`src/design/fcb_pkg.sv`:
```
`timescale 1ns / 1ps
// -----------------------------------------------------------------------------
// fcb_pkg
// shared types and constants of the coo to csf fiber builder
// -----------------------------------------------------------------------------
package fcb_pkg;

   localparam int MAX_ORDER   = 4;
   localparam int NUM_LEVELS  = 4;
   localparam int ORDER_LIMIT = (MAX_ORDER < NUM_LEVELS) ? MAX_ORDER : NUM_LEVELS;
   localparam int INDEX_WIDTH = 32;
   localparam int COUNT_WIDTH = 32;
   localparam int VALUE_WIDTH = 64;
   localparam int DATA_WIDTH  = 64;
   localparam int LEVEL_WIDTH = 2;
   localparam int ORDER_WIDTH = 3;
   localparam int USER_WIDTH  = 8;
   localparam int REQ_DATA_WIDTH = NUM_LEVELS * INDEX_WIDTH + VALUE_WIDTH;

   typedef enum logic [1:0] {
      KIND_INDEX   = 2'd0,
      KIND_POINTER = 2'd1,
      KIND_VALUE   = 2'd2
   } kind_type;

   typedef struct packed {
      logic [NUM_LEVELS-1:0][INDEX_WIDTH-1:0] idx;
      logic [VALUE_WIDTH-1:0]                 value;
      logic                                   last;
      logic                                   head;
      logic                                   flag;
      logic [ORDER_WIDTH-1:0]                 order;
      logic [ORDER_WIDTH-1:0]                 start;
   } job_type;

endpackage

```
`src/design/fcb_front.sv`:
```
`timescale 1ns / 1ps
// -----------------------------------------------------------------------------
// fcb_front
// accepts non-zeros, finds the first changed level and the order flag
// -----------------------------------------------------------------------------
module fcb_front import fcb_pkg::*; (
   input  logic                      clock,
   input  logic                      reset,
   input  logic [ORDER_WIDTH-1:0]    tensor_order,
   input  logic                      req_tvalid,
   output logic                      req_tready,
   input  logic [REQ_DATA_WIDTH-1:0] req_tdata,   // level0..3 index, nonzero_value
   input  logic                      req_tlast,   // end_of_tensor
   output logic                      job_push,
   output job_type                   job,
   input  logic                      job_ready
);

   logic [NUM_LEVELS-1:0][INDEX_WIDTH-1:0] prev_ff, prev_in;
   logic                                   have_ff, have_in;
   logic [NUM_LEVELS-1:0][INDEX_WIDTH-1:0] idx;
   logic [ORDER_WIDTH-1:0]                 order;
   logic [ORDER_WIDTH-1:0]                 start;
   logic                                   flag;

   always_comb begin
      for (int lv = 0; lv < NUM_LEVELS; lv++) begin
         idx[lv] = req_tdata[lv*INDEX_WIDTH +: INDEX_WIDTH];
      end
      order = tensor_order;
      if (order == '0) begin
         order = ORDER_WIDTH'(1);
      end
      if (order > ORDER_WIDTH'(ORDER_LIMIT)) begin
         order = ORDER_WIDTH'(ORDER_LIMIT);
      end
      start = order;
      flag  = 1'b0;
      for (int lv = NUM_LEVELS - 1; lv >= 0; lv--) begin
         if (ORDER_WIDTH'(lv) < order && idx[lv] != prev_ff[lv]) begin
            start = ORDER_WIDTH'(lv);
            flag  = idx[lv] < prev_ff[lv];
         end
      end
      if (!have_ff) begin
         start = '0;
         flag  = 1'b0;
      end

      job.idx   = idx;
      job.value = req_tdata[NUM_LEVELS*INDEX_WIDTH +: VALUE_WIDTH];
      job.last  = req_tlast;
      job.head  = !have_ff;
      job.flag  = flag;
      job.order = order;
      job.start = start;

      req_tready = job_ready;
      job_push   = req_tvalid && job_ready;

      prev_in = prev_ff;
      have_in = have_ff;
      if (job_push) begin
         for (int lv = 0; lv < NUM_LEVELS; lv++) begin
            if (ORDER_WIDTH'(lv) >= start && ORDER_WIDTH'(lv) < order) begin
               prev_in[lv] = idx[lv];
            end
         end
         have_in = !req_tlast;
         // end of tensor clears the stored coordinates
         if (req_tlast) begin
            prev_in = '0;
         end
      end
   end

   always_ff @(posedge clock) begin
      if (reset) begin
         prev_ff <= '0;
         have_ff <= 1'b0;
      end else begin
         prev_ff <= prev_in;
         have_ff <= have_in;
      end
   end

endmodule

```
`src/design/fcb_queue.sv`:
```
`timescale 1ns / 1ps
// -----------------------------------------------------------------------------
// fcb_queue
// two-entry queue of classified non-zeros between front and back
// -----------------------------------------------------------------------------
module fcb_queue import fcb_pkg::*; (
   input  logic    clock,
   input  logic    reset,
   input  logic    push,
   input  job_type push_job,
   output logic    push_ready,
   input  logic    pop,
   output job_type pop_job,
   output logic    pop_valid
);

   job_type    slot0_ff, slot1_ff;
   logic [1:0] count_ff;

   assign push_ready = count_ff != 2'd2;
   assign pop_valid  = count_ff != 2'd0;
   assign pop_job    = slot0_ff;

   always_ff @(posedge clock) begin
      case ({push, pop})
         2'b10: begin
            if (count_ff == 2'd0) begin
               slot0_ff <= push_job;
            end else begin
               slot1_ff <= push_job;
            end
         end
         2'b01: begin
            slot0_ff <= slot1_ff;
         end
         2'b11: begin
            if (count_ff == 2'd1) begin
               slot0_ff <= push_job;
            end else begin
               slot0_ff <= slot1_ff;
               slot1_ff <= push_job;
            end
         end
         default: begin
         end
      endcase
      if (reset) begin
         count_ff <= 2'd0;
      end else begin
         case ({push, pop})
            2'b10:   count_ff <= count_ff + 2'd1;
            2'b01:   count_ff <= count_ff - 2'd1;
            default: count_ff <= count_ff;
         endcase
      end
   end

endmodule

```
`src/design/fcb_back.sv`:
```
`timescale 1ns / 1ps
// -----------------------------------------------------------------------------
// fcb_back
// sequences index, pointer and value words of each non-zero, one per cycle while the output is not stalled
// -----------------------------------------------------------------------------
module fcb_back import fcb_pkg::*; (
   input  logic                  clock,
   input  logic                  reset,
   input  logic                  job_valid,
   input  job_type               job,
   output logic                  job_pop,
   output logic                  rsp_tvalid,
   input  logic                  rsp_tready,
   output logic [DATA_WIDTH-1:0] rsp_tdata,   // entry_data
   output logic [USER_WIDTH-1:0] rsp_tuser,   // entry_kind, entry_level, out_of_order, zero pad
   output logic                  rsp_tlast    // last_of_run
);

   typedef enum logic [2:0] {
      S_IDLE,
      S_HEAD,
      S_IDX,
      S_PTR,
      S_VAL,
      S_FIN
   } state_type;

   state_type                              state_ff, state_in;
   logic [LEVEL_WIDTH-1:0]                 lvl_ff, lvl_in;
   job_type                                job_ff, job_in;
   logic [MAX_ORDER-1:0][COUNT_WIDTH-1:0]  count_ff, count_in;
   logic                                   valid_ff, valid_in;
   logic [DATA_WIDTH-1:0]                  data_ff, data_in;
   logic [USER_WIDTH-1:0]                  user_ff, user_in;
   logic                                   last_ff, last_in;

   logic                   out_free;
   logic                   done;
   logic [LEVEL_WIDTH-1:0] lvl_next;
   logic                   more_levels;
   kind_type               kind;
   logic [LEVEL_WIDTH-1:0] level;
   logic                   flag;

   always_comb begin
      out_free    = !valid_ff || rsp_tready;
      lvl_next    = lvl_ff + LEVEL_WIDTH'(1);
      more_levels = (ORDER_WIDTH'(lvl_ff) + ORDER_WIDTH'(1)) < job_ff.order;

      state_in = state_ff;
      lvl_in   = lvl_ff;
      job_in   = job_ff;
      count_in = count_ff;
      valid_in = valid_ff && !rsp_tready;
      data_in  = data_ff;
      user_in  = user_ff;
      last_in  = last_ff;
      job_pop  = 1'b0;
      done     = 1'b0;
      kind     = KIND_VALUE;
      level    = '0;
      flag     = 1'b0;

      if (state_ff != S_IDLE && out_free) begin
         valid_in = 1'b1;
         last_in  = 1'b0;
         unique case (state_ff)
            S_HEAD: begin
               kind     = KIND_POINTER;
               data_in  = '0;
               state_in = S_IDX;
               lvl_in   = '0;
            end
            S_IDX: begin
               kind     = KIND_INDEX;
               level    = lvl_ff;
               data_in  = DATA_WIDTH'(job_ff.idx[lvl_ff]);
               count_in[lvl_ff] = count_ff[lvl_ff] + COUNT_WIDTH'(1);
               state_in = more_levels ? S_PTR : S_VAL;
            end
            S_PTR: begin
               kind     = KIND_POINTER;
               level    = lvl_next;
               data_in  = DATA_WIDTH'(count_ff[lvl_next]);
               state_in = S_IDX;
               lvl_in   = lvl_next;
            end
            S_VAL: begin
               kind    = KIND_VALUE;
               flag    = job_ff.flag;
               data_in = job_ff.value;
               if (job_ff.last) begin
                  state_in = S_FIN;
                  lvl_in   = '0;
               end else begin
                  last_in = 1'b1;
                  done    = 1'b1;
               end
            end
            S_FIN: begin
               kind    = KIND_POINTER;
               level   = lvl_ff;
               data_in = DATA_WIDTH'(count_ff[lvl_ff]);
               if (more_levels) begin
                  lvl_in = lvl_next;
               end else begin
                  last_in  = 1'b1;
                  done     = 1'b1;
                  count_in = '0;
               end
            end
            default: begin
            end
         endcase
         user_in = USER_WIDTH'({flag, level, kind});
         if (done) begin
            state_in = S_IDLE;
         end
      end

      if ((state_ff == S_IDLE || done) && job_valid) begin
         job_pop = 1'b1;
         job_in  = job;
         lvl_in  = job.start[LEVEL_WIDTH-1:0];
         if (job.head) begin
            state_in = S_HEAD;
         end else if (job.start < job.order) begin
            state_in = S_IDX;
         end else begin
            state_in = S_VAL;
         end
      end
   end

   always_ff @(posedge clock) begin
      lvl_ff  <= lvl_in;
      job_ff  <= job_in;
      data_ff <= data_in;
      user_ff <= user_in;
      last_ff <= last_in;
      if (reset) begin
         state_ff <= S_IDLE;
         count_ff <= '0;
         valid_ff <= 1'b0;
      end else begin
         state_ff <= state_in;
         count_ff <= count_in;
         valid_ff <= valid_in;
      end
   end

   assign rsp_tvalid = valid_ff;
   assign rsp_tdata  = data_ff;
   assign rsp_tuser  = user_ff;
   assign rsp_tlast  = last_ff;

endmodule

```
`src/design/coo_to_csf_fiber_builder_core.sv`:
```
`timescale 1ns / 1ps
// -----------------------------------------------------------------------------
// coo_to_csf_fiber_builder_core
// streams sorted coo non-zeros out as csf index, pointer and value words
// -----------------------------------------------------------------------------
// path: a taken non-zero waits in a queue slot, is loaded into the back sequencer
//    state when that sequencer is idle, and its first word then goes to the output register
// throughput: the back sequencer sends one word per cycle while rsp_tready
//    does not stall it, and loads the next non-zero while sending the last word
//    of the current one; a non-zero causes 1 to 13 words (at most 1 + 2 * order + order)
// reset: synchronous, clears the queue, counts, previous indices and
//    previous-item flag; tensor_order returns to 3
module coo_to_csf_fiber_builder_core import fcb_pkg::*; (
   input  logic                      clock,
   input  logic                      reset,
   input  logic                      csr_wr_en,
   input  logic [ORDER_WIDTH-1:0]    csr_wr_data,  // tensor_order
   input  logic                      req_tvalid,
   output logic                      req_tready,
   input  logic [REQ_DATA_WIDTH-1:0] req_tdata,    // level0..3 index, nonzero_value
   input  logic                      req_tlast,    // end_of_tensor
   output logic                      rsp_tvalid,
   input  logic                      rsp_tready,
   output logic [DATA_WIDTH-1:0]     rsp_tdata,    // entry_data
   output logic [USER_WIDTH-1:0]     rsp_tuser,    // entry_kind, entry_level, out_of_order
   output logic                      rsp_tlast     // last_of_run
);

   logic [ORDER_WIDTH-1:0] tensor_order_ff;
   logic                   push, push_ready, pop, pop_valid;
   job_type                push_job, pop_job;

   always_ff @(posedge clock) begin
      if (reset) begin
         tensor_order_ff <= ORDER_WIDTH'(3);
      end else if (csr_wr_en) begin
         tensor_order_ff <= csr_wr_data;
      end
   end

   fcb_front u_front (
      .clock        (clock),
      .reset        (reset),
      .tensor_order (tensor_order_ff),
      .req_tvalid   (req_tvalid),
      .req_tready   (req_tready),
      .req_tdata    (req_tdata),
      .req_tlast    (req_tlast),
      .job_push     (push),
      .job          (push_job),
      .job_ready    (push_ready)
   );

   fcb_queue u_queue (
      .clock      (clock),
      .reset      (reset),
      .push       (push),
      .push_job   (push_job),
      .push_ready (push_ready),
      .pop        (pop),
      .pop_job    (pop_job),
      .pop_valid  (pop_valid)
   );

   fcb_back u_back (
      .clock      (clock),
      .reset      (reset),
      .job_valid  (pop_valid),
      .job        (pop_job),
      .job_pop    (pop),
      .rsp_tvalid (rsp_tvalid),
      .rsp_tready (rsp_tready),
      .rsp_tdata  (rsp_tdata),
      .rsp_tuser  (rsp_tuser),
      .rsp_tlast  (rsp_tlast)
   );

`ifndef SYNTHESIS
   // order flag only rides on value words
   assert property (@(posedge clock) disable iff (reset)
      rsp_tvalid && rsp_tuser[4] |-> rsp_tuser[1:0] == KIND_VALUE)
      else $error("out_of_order set on a non-value word");

   // a run never ends on an index word
   assert property (@(posedge clock) disable iff (reset)
      rsp_tvalid && rsp_tlast |-> rsp_tuser[1:0] != KIND_INDEX)
      else $error("last_of_run on an index word");

   // value words carry level zero
   assert property (@(posedge clock) disable iff (reset)
      rsp_tvalid && rsp_tuser[1:0] == KIND_VALUE |-> rsp_tuser[3:2] == 2'd0)
      else $error("value word with nonzero level");

   // the back never pops an empty queue
   assert property (@(posedge clock) disable iff (reset)
      pop |-> pop_valid)
      else $error("pop from empty queue");
`endif

endmodule
```
`config.mk`:
```
export PLATFORM = sky130hd
export DESIGN_NAME = coo_to_csf_fiber_builder_core
export DESIGN_NICKNAME = d
export VERILOG_FILES = /design/src/design/fcb_pkg.sv /design/src/design/fcb_front.sv /design/src/design/fcb_queue.sv /design/src/design/fcb_back.sv /design/src/design/coo_to_csf_fiber_builder_core.sv
export SDC_FILE = /design/constraint.sdc
export NUM_CORES = 2
export LEC_CHECK = 0
export BUFFER_PORTS_ARGS = -buffer_cell sky130_fd_sc_hd__buf_4
export CELL_PAD_IN_SITES_DETAIL_PLACEMENT = 1
export CELL_PAD_IN_SITES_GLOBAL_PLACEMENT = 2
export CORE_ASPECT_RATIO = 0.5
export CORE_MARGIN = 8
export CORE_UTILIZATION = 40
export CTS_CLUSTER_DIAMETER = 60
export DETAILED_ROUTE_END_ITERATION = 8
export PLACE_DENSITY_LB_ADDON = 0.1
export SLEW_MARGIN = 20
export SYNTH_ARGS = -nofsm -noshare
export SYNTH_HDL_FRONTEND = slang
export SYNTH_HIERARCHICAL = 1
export SYNTH_SLANG_ARGS = --single-unit
```
`constraint.sdc`:
```
create_clock -name clock -period 45.9 [get_ports clock]
set_input_delay 9.18 -clock clock [delete_from_list [all_inputs] [get_ports clock]]
set_output_delay 9.18 -clock clock [all_outputs]
set_load 0.05 [all_outputs]
```
==> results by stage <==
Run status:
- The flow ran to the end, and the final reports show no timing, DRC or antenna violations.

Setup path:
- The endpoint of the worst register-to-register path is u_queue/pop_job[140].
- The most critical setup path has its endpoint at u_queue/pop_job[140].
- The startpoint type of the worst setup path is an input port.
- The number of cells on the worst reg-to-reg path is 13.
- The element type at the critical path end is a register.
- The setup slack on the worst flop-to-flop path is between 30000 and 40000 ps.
- The largest driver fanout on the critical path is 74.
- The critical path starts at rsp_tready.
- At the worst endpoint, the required time is 46210 ps.
- The critical path is of the input port to register type.
- The worst register-to-register path begins at u_back/lvl_ff[0].
- The critical path arrival is 14150 ps.

Yosys:
- Of the post-synthesis cell area, the dominant cell type holds 0.453.
- In the post-synthesis netlist, the biggest area contributors are sky130_fd_sc_hd__edfxtp_1, sky130_fd_sc_hd__dfxtp_1, sky130_fd_sc_hd__mux4_2.
- The most frequently used flop master after synthesis is sky130_fd_sc_hd__edfxtp_1.
- The sequential share of the synthesized area is 0.572.
- Yosys printed 6 warnings.
- The number of synthesized register bits is 937.
- The proportion of register bits with asynchronous set or reset after synthesis is 0.
- In this run the cell area of the synthesized design comes to approximately 0.045 mm^2.
- The post-synthesis instance total is 3268.
- In this run, distinct cell masters in the synthesized netlist total between 70 and 80.
- The synthesized area per cell is 13.6 um^2.
- Of all cell types, the one taking the most synthesized area is sky130_fd_sc_hd__edfxtp_1.
- Yosys mapped a number of flops with a built-in enable equal to roughly 670.

Detailed routing:
- In the routed design, unresolved DRC markers number 0.
- The first TritonRoute pass finished after 6 iterations.
- The number of vias per cell after detailed routing is ~5.6.
- The routed length per instance is around 27 um.
- The starting DRC count in detailed routing is 2078.
- In this run the remaining antenna-violating nets after routing total 0.
- The routed layout has ~27k vias.
- The aggregate routed wire length is about 130000 um.

Timing:
- Setup repair after global routing left no endpoint under its margin.
- The final number of hold-violating endpoints came to 0.
- The worst slew margin relative to its limit is 0.256.
- Clock skew on the completed layout was measured at about 30 ps.
- The post-route setup TNS is 0 ps.
- In the finished design, the share of the clock period the worst path needs comes to 0.302.
- The number of slew-limit violations in the final report was 0.
- The shortest period the worst path allows is roughly 14000 ps.
- At the pin with the least slew margin, the transition time is about 1100 ps.
- The maximum clock frequency is 72.3 MHz.
- Setup violations remaining at the end of the flow were counted as 0.

Layout:
- The area growth from synthesis to layout is 11.4%.
- Of the cells placed in the final design, the portion with a size suffix greater than 1 is 0.239.
- Once layout is complete, the cells apart from fillers number roughly 4.8k.
- Summing all multi-input logic gate instances after layout gives ~0.016 mm^2.
- After filler insertion, the fill cell instance count of the layout stands at 11.0k.
- Registers take 0.0255 mm^2.
- The post-layout net count is 3624.

Clock tree:
- Post-CTS timing repair inserted 0 buffers for setup.
- Gates resized during post-CTS repair numbered 0.
- The clock latency at the later pin of the worst-skew pair is 710 ps.
- Counting every sink on the clock net gives roughly 940.
- The root buffer cell is sky130_fd_sc_hd__clkbuf_16.
- The CTS tree is done.
- The post-cts hold buffer count is 0.
- The H-tree level count is 3.
- The maximum count of clock buffers along a single path is 3.
- The number of clock buffers added by TritonCTS is 90.
- The register clock-pin slew on the reported worst setup and hold paths is roughly 60 ps.

Global route:
- The via count of the first global-routing pass is 28.6k.
- met2 is the most crowded layer.
- The met1 demand-to-capacity share in global routing is 0.276.
- The largest net degree at the start of global routing is about 200.
- The leftover overflow at the end of global routing is 0.
- The global-route wire length before repair is between 150000 and 200000 um.
- The met3 track demand over resource is 0.0504.
- For this run, global-route usage on met2 was measured as 0.329.
- The total routing usage reported by global routing is 0.205.
- The initial antenna violation count came to 13.

Pwr:
- The analysis attributes to cell leakage a power of ~18 nW.
- The worst voltage drop across the vdd grid is 56.2 uV.
- The power density of the placed cells is about 71 mW/mm^2.

Placement:
- The count of buffers added on input and output ports is roughly 270.
- The estimated wirelength of the detail-placed design is a little under 90000 um.
- The cell count after placement is ~4.7k.
- The final weighted congestion in routability-driven placement is around 0.79.

Floorplanning:
- The site row count is 86.
- Measured along the y axis, the die boundary spans roughly 250 um.
- The floorplan die area is between 0.1 and 0.15 mm^2.
- The width of the die is ~490 um.
- The core region is approximately 0.11 mm^2.
- Pin placement for this block handled 276 I/O pins.
- For this configuration, the core starts out at a cell density of 0.404.

Run:
- Max-cap violations in this run came to 0.

Hold path:
- The tightest min-delay check is of the register to register type.
==> registers in the layout, indices dropped and copies added (netlist names), 5 cells and up <==
signal / cells
u_back/rsp_tuser: 5
u_front/prev_ff: 128
u_queue/slot1_ff: 201
u_queue/pop_job: 201
u_back/job_ff: 197
u_back/rsp_tdata: 64
u_back/count_ff: 128
==> cells in the mapped netlist, drive strengths merged (98+ instances only) <==
| master | instances |
|---|---|
| clkbuf | 117 |
| inv | 160 |
| a221o | 201 |
| and2 | 244 |
| nor2 | 122 |
| ha | 147 |
| buf | 279 |
| a21oi | 105 |
| a22oi | 98 |
| edfxtp | 671 |
| mux2 | 201 |
| dfxtp | 266 |
==> cells by family (layout without fill, tap and decap cells) <==
kind of cell	count (synthesis)	after routing	synth area share
XOR/XNOR	33	33	0.00666
buffers and inverters	557	638	0.0694
AO/OA/AOI/OAI	712	712	0.128
other	1	4	0.0000843
adder cells (fa/ha/maj)	147	147	0.0413
AND/OR/NAND/NOR	582	582	0.0726
multiplexers	299	299	0.109
flip-flops	937	937	0.572
==> stage by stage <==
stage | utilization | hold slack (ps) | setup WS (ps) | total power, mW | instance area (um^2)
after global routing | 0.450 | 422 | 31560 | 3.66 | 49600
final | 0.450 | 409 | 32060 | 3.50 | 49600
after floorplan | - | 400 | 20770 | 2.31 | 44500
after global placement | 0.421 | 401 | 31250 | 2.68 | 46400
after detailed placement | 0.421 | 405 | 31190 | 2.71 | 46400
after CTS | 0.450 | 411 | 31920 | 3.53 | 49600
==> report_power, final <==
| part | leakage [nW] | internal (mW) | total [mW] | switching (mW) |
|---|---|---|---|---|
| Sequential | 8.60 | 1.36 | 1.51 | 0.159 |
| Clock | 1.54 | 0.469 | 0.815 | 0.346 |
| Combinational | 7.36 | 0.412 | 1.17 | 0.757 |
| Total | 17.5 | 2.24 | 3.50 | 1.26 |
==> layout make-up <==
cell class	count	share of cell area
diodes	1	0.0000505
clock buffers	110	0.0488
clock inverters	57	0.0157
inverters	161	0.0123
multi-input cells	1776	0.324
flip-flops and latches	937	0.514
well taps	1496	0.0377
repair buffers	310	0.0478
==> critical path, stage by stage <==
cell and delay, ps:
sky130_fd_sc_hd__buf_4 80, sky130_fd_sc_hd__nand2b_1 410, sky130_fd_sc_hd__nand3b_1 140, sky130_fd_sc_hd__a211oi_1 340
sky130_fd_sc_hd__o21ai_1 320, sky130_fd_sc_hd__inv_8 480, sky130_fd_sc_hd__inv_1 140, sky130_fd_sc_hd__ha_1 280
sky130_fd_sc_hd__a21oi_4 130, sky130_fd_sc_hd__buf_4 710, sky130_fd_sc_hd__buf_4 900, sky130_fd_sc_hd__buf_4 840
==> worst min path at each step <==
stage | cells past startpoint | from | to
6_report | 0 | u_queue/pop_job[39] | u_back/job_ff[39]
5_1_grt | 0 | u_queue/pop_job[101] | u_back/job_ff[101]
4_1_cts | 0 | u_queue/pop_job[97] | u_back/job_ff[97]
3_5_place_dp | 0 | u_queue/pop_job[62] | u_back/job_ff[62]
3_3_place_gp | 0 | u_queue/pop_job[48] | u_back/job_ff[48]
2_1_floorplan | 0 | u_queue/pop_job[100] | u_back/job_ff[100]
==> placed cells by master, fill, tap and decap left out, types with 96 or more instances in the layout <==
| cell type | count |
|---|---|
| sky130_fd_sc_hd__a21oi_1 | 101 |
| sky130_fd_sc_hd__a221o_1 | 201 |
| sky130_fd_sc_hd__a22o_1 | 96 |
| sky130_fd_sc_hd__a22oi_1 | 98 |
| sky130_fd_sc_hd__and2_1 | 243 |
| sky130_fd_sc_hd__buf_4 | 307 |
| sky130_fd_sc_hd__dfxtp_1 | 266 |
| sky130_fd_sc_hd__edfxtp_1 | 671 |
| sky130_fd_sc_hd__ha_1 | 143 |
| sky130_fd_sc_hd__inv_1 | 159 |
| sky130_fd_sc_hd__mux2_4 | 110 |
| sky130_fd_sc_hd__mux4_2 | 96 |
| sky130_fd_sc_hd__nor2_1 | 116 |
==> layer usage <==
layer / routed length (um) / vias up
met1: 57300 / 14200
met5: 0 / -
met4: 3490 / 0
met2: 60400 / 638
li1: - / 12400
met3: 8500 / 183
No activity file was read; power rests on OpenSTA's default activity.
